## config.mk

```make
export PLATFORM = sky130hd
export DESIGN_NAME = paht_front
export DESIGN_NICKNAME = d
export VERILOG_FILES = /design/src/rtl/paht_pkg.sv /design/src/rtl/paht_front.sv
export SDC_FILE = /design/constraint.sdc
export NUM_CORES = 1
export LEC_CHECK = 0
export BUFFER_PORTS_ARGS = -buffer_cell sky130_fd_sc_hd__buf_2
export CORE_MARGIN = 4
export CORE_UTILIZATION = 58
export DETAILED_ROUTE_END_ITERATION = 10
export PLACE_DENSITY = 0.89
export SYNTH_ARGS = -nofsm -noshare
export SYNTH_HDL_FRONTEND = slang
export SYNTH_SLANG_ARGS = --single-unit
```

## constraint.sdc

```tcl
create_clock -name clk -period 12.2 [get_ports clk]
set_input_delay 2.44 -clock clk [delete_from_list [all_inputs] [get_ports clk]]
set_output_delay 2.44 -clock clk [all_outputs]
set_load 0.005 [all_outputs]
```

## src/rtl/paht_pkg.sv

```systemverilog
// ----------------------------------------------------------------------------
// paht_pkg
// Types, codes and sizing constants shared by the pair accumulate hash table.
// ----------------------------------------------------------------------------
package paht_pkg;

  localparam int CAPACITY   = 1024;
  localparam int IDX_W      = $clog2(CAPACITY);
  localparam int CNT_W      = IDX_W + 1;
  // a new key is refused once (entries + 1) * 10 >= CAPACITY * 7
  localparam int LOAD_LIMIT = (CAPACITY * 7 - 1) / 10;

  localparam logic [63:0] FIB_MULT = 64'h9E37_79B9_7F4A_7C15;

  localparam int S_FIELDS_W = 2 + 32 + 32 + 32;
  localparam int S_TDATA_W  = (S_FIELDS_W + 7) / 8 * 8;
  localparam int M_FIELDS_W = 3 + 48 + 32;
  localparam int M_TDATA_W  = (M_FIELDS_W + 7) / 8 * 8;

  localparam logic [1:0] OP_ADD   = 2'd0;
  localparam logic [1:0] OP_FIND  = 2'd1;
  localparam logic [1:0] OP_CLEAR = 2'd2;

  localparam logic [2:0] STAT_UPDATED  = 3'd0;
  localparam logic [2:0] STAT_INSERTED = 3'd1;
  localparam logic [2:0] STAT_NOTFOUND = 3'd2;
  localparam logic [2:0] STAT_FULL     = 3'd3;
  localparam logic [2:0] STAT_CLEARED  = 3'd4;

  typedef enum logic [2:0] {
    S_INIT,
    S_IDLE,
    S_READ,
    S_CHECK,
    S_UPDATE,
    S_CLEAR,
    S_REPLY
  } back_state_t;

  typedef struct packed {
    logic        used;
    logic [63:0] key;
    logic [47:0] sum;
    logic [31:0] count;
  } entry_t;

  typedef struct packed {
    logic [1:0]       op;
    logic [63:0]      key;
    logic [IDX_W-1:0] home;
    logic [31:0]      amt;
  } queue_item_t;

  typedef struct packed {
    logic             init_busy;
    logic [CNT_W-1:0] entries;
  } back_stat_t;

endpackage

```

## src/rtl/paht_front.sv

```systemverilog
// ----------------------------------------------------------------------------
// paht_front
// Accepts commands, orders the pair into a key, hashes the home slot and
// holds the result in a two-entry queue for the table engine.
// ----------------------------------------------------------------------------
module paht_front (
  input  logic                          clk,
  input  logic                          rst,
  input  logic                          s_tvalid,
  output logic                          s_tready,
  // opcode[1:0], item_a[33:2], item_b[65:34], utility_amount[97:66]
  input  logic [paht_pkg::S_TDATA_W-1:0] s_tdata,
  input  paht_pkg::back_stat_t          stat,
  output logic                          q_valid,
  output paht_pkg::queue_item_t         q_item,
  input  logic                          q_pop
);
  import paht_pkg::*;

  logic [1:0]         opcode;
  logic [31:0]        item_a;
  logic [31:0]        item_b;
  logic [31:0]        lo_id;
  logic [31:0]        hi_id;
  logic [2*IDX_W-1:0] hash_prod;
  queue_item_t        push_item;
  logic               push;

  queue_item_t fifo [2];
  logic        wr_ptr;
  logic        rd_ptr;
  logic [1:0]  count;

  assign opcode = s_tdata[1:0];
  assign item_a = s_tdata[33:2];
  assign item_b = s_tdata[65:34];
  assign lo_id  = (item_a < item_b) ? item_a : item_b;
  assign hi_id  = (item_a < item_b) ? item_b : item_a;

  // only the low index bits of key * FIB_MULT are kept
  assign hash_prod = hi_id[IDX_W-1:0] * FIB_MULT[IDX_W-1:0];

  assign push_item.op   = opcode;
  assign push_item.key  = {lo_id, hi_id};
  assign push_item.home = hash_prod[IDX_W-1:0];
  assign push_item.amt  = s_tdata[97:66];

  assign s_tready = !stat.init_busy && (count != 2'd2);
  assign push     = s_tvalid && s_tready;
  assign q_valid  = (count != 2'd0);
  assign q_item   = fifo[rd_ptr];

  always_ff @(posedge clk) begin
    if (push) begin
      fifo[wr_ptr] <= push_item;
    end
  end

  always_ff @(posedge clk) begin
    if (rst) begin
      wr_ptr <= 1'b0;
      rd_ptr <= 1'b0;
      count  <= 2'd0;
    end else begin
      if (push) begin
        wr_ptr <= !wr_ptr;
      end
      if (q_pop) begin
        rd_ptr <= !rd_ptr;
      end
      case ({push, q_pop})
        2'b10:   count <= count + 2'd1;
        2'b01:   count <= count - 2'd1;
        default: count <= count;
      endcase
    end
  end

endmodule

```

==> summary.txt <==
Synth
  • Synthesized flop and latch total: 217
  • Sequential-to-total area share from yosys stat: 65.48%
  • Synth area leaders: edfxtp_1 (64%), mux2_2 (16%), ha_1 (6.1%), o21ai_0 (2.0%), inv_1 (2.0%)
  • Post-Syn Area: 9874 µm²
  • Largest area contributor in the netlist: edfxtp_1
  • Mapped Cells: 633
  • Distinct cells, synth: 37
  • Synth warnings: 0
  • Syn_nets: 805
  • Syn Area/Cell: 15.60 µm²
  • Synth top area share: 64.47%

Clock network
  • Post-CTS Resized: 0
  • Post-CTS Hold Buffers: 0
  • Clk Latency, worst-skew pair: 0.50 ns
  • CTS tree: yes
  • Clk sink count: 217
  • Postcts setup bufs: 0
  • Clock buffer depth: 3
  • Clock Pin Slew Worst Setup and Hold Paths: 0.06 ns
  • Root Buffer: clkbuf_16
  • Num CTS Buffers: 23
  • H-tree depth: 1

Floorplan
  • # rows: 47
  • Die area: 19180 µm²
  • Die X: 138.5 µm
  • Initial core utilization: 59.33%
  • Chip height: 138.5 µm
  • Top Ports: 230
  • Core Region: 16640 µm²

Critical path
  • Crit path launch type: input pin
  • WS Path Type: in -> reg
  • Worst-path maximum fanout: 61
  • Critical Path Most Common Cell: ha_1
  • Setup crit end kind: register
  • Slowest CP cell: a31oi_4
  • Critical Path AT: 7.96 ns
  • Crit path cell chain: buf_2, ha_1, a2111oi_2, o41a_1, o211ai_2, a31oi_4, buf_4, mux2_2, ha_1, ha_1, inv_1, fa_1, inv_1, ha_1, o21ai_0, a21boi_0, o21a_1, nor2_1, xnor2_1, xnor2_1
  • R2r setup slk: 9.20 ns
  • Max stage delay on crit path: 0.80 ns
  • Worst path required time: 12.44 ns

Place
  • PortBufs: 212
  • Post-place instance area: 11130 µm²
  • DP Wirelength: 13650 µm
  • Pre-CTS worst setup slack: 3.936 ns
  • Final GP Congestion: 0.7710

Route
  • Initial DRT Pass Iterations: 4
  • Number of vias per cell: 5.386
  • Total number of vias: 5849
  • Drt wl/cell: 18.32 µm
  • DRT antenna net count: 0
  • DR DRC count: 0
  • Routed Wire Length: 19890 µm
  • Initial DRC count: 305

Pwr
  • Static leakage: 4.662 nW
  • Worst ir drop on vdd: 142.8 µV
  • PnR Total Power: 1.858 mW
  • PD cells: 157.6 nW/µm²

Finish
  • Area delta synth->final: 19.36%
  • Finished Cell Area: 11790 µm²
  • Share of layout cells above drive strength 1: 45.27%
  • Number of diodes: 0
  • Commonest non-fill, non-tap cells in the layout: edfxtp_1 (212), buf_2 (212), mux2_2 (138)
  • Final net count: 1022
  • Final core utilization: 70.82%

GRT
  • Initial antenna violation count: 0
  • First-pass GRT wire length: 31860 µm
  • Vias in the first global route: 6043
  • Global Route met1 Usage: 26.56%
  • Tot GR Track Use: 20.50%
  • Met2 usage: 34.99%
  • Largest net degree at the start of global routing: 76
  • Gr busiest metal: met2
  • GR Overflow Total: 0
  • Met3 Usage GRT: 3.729%

STA
  • Setup TNS: 0 ns
  • Final worst path period need: 7.720 ns
  • Setup Viol. Count Final: 0
  • Worst-margin pin slew: 1.023 ns
  • RSZ-0062 raised after global routing: false
  • Max-slew violation count: 0
  • Setup ws final: 4.480 ns
  • Final period utilization: 63.28%
  • Clock skew: 0.01345 ns
  • Worst rel slew slack: 31.77%
  • Max Fclk: 129.5 MHz
  • Final hold violations: 0

Status
  • Status: complete, no violations

Min path
  • Worst Hold Class: reg -> reg

Flow run
  • Max cap viols: 0
==> per-stage QoR <==
| stage | cells | hold WS, ns |
|---|---|---|
| floorplan | 633 | 0.4607 |
| global route | 1086 | 0.5451 |
| finish | 1086 | 0.5033 |
| global placement | 1045 | 0.4773 |
| CTS | 1086 | 0.5079 |
| detailed placement | 1045 | 0.4970 |
==> final timing paths <==
path,endpoint,cells after the start,start
max,fifo[1][41],20,s_tdata[3]
min,count[1],2,count[1]
max reg2reg,fifo[0][18],5,count[0]
min reg2reg,count[1],2,count[1]
==> metal layers <==
metal / routed length [µm] / up-vias
li1: - / 2798
met3: 941 / 41
met5: 0 / -
met2: 10010 / 177
met4: 680 / 0
met1: 8267 / 2833
==> layout make-up <==
cell class                 count  area (µm²)
inverter                      52       195.2
tap                          220       275.3
fill                        1119        4856
clock buffer                  30       601.8
sequential                   217        6470
clock inverter                11       56.30
timing repair buffer         216        1091
multi-input combinational    340        3097
==> registers in the layout, indices dropped and copies added (netlist names), named ones only <==
signal	cells
fifo	212
count	2
rd_ptr	1
wr_ptr	1
==> synthesized netlist by cell type (all sizes together) <==
library cell,n
clkbuf,14
xor2,3
a21boi,1
xnor2,12
nand4,3
buf,10
nand2,41
a2111oi,1
a221oi,1
o211ai,2
edfxtp,212
nor4,1
o21a,2
nand3,1
mux2,138
nor2,10
dfxtp,5
nand2b,1
inv,52
or3,1
a21o,1
or2,1
a31oi,1
o21ai,39
o41a,1
fa,4
and4,3
and3,1
mux2i,3
nor2b,2
ha,48
a211oi,1
a21oi,16
nor3b,1
==> critical path, delay by kind of cell <==
family,cells,cell delay (ns)
buf+inv,4,0.87
xor+xnor,2,0.29
simple gates,1,0.05
mux,1,0.45
compound gates,7,2.08
fa+ha+maj,5,1.73
==> cell families (layout without fill, tap and decap cells) <==
group / Yosys count / count (layout) / synth area share [%]
xor+xnor: 15 / 15 / 1.331
flops: 217 / 217 / 65.48
simple gates: 66 / 66 / 3.029
mux: 141 / 141 / 16.04
compound gates: 66 / 66 / 3.941
fa+ha+maj: 52 / 52 / 6.893
buf+inv: 76 / 309 / 3.282
==> report_power, final <==
part           leakage, nW  internal, mW  switching, mW
clock network        0.322         0.348          0.270
registers             1.99         0.895         0.0157
logic                 2.35         0.155          0.174
Note: power is estimated with default switching activity, not from simulation.
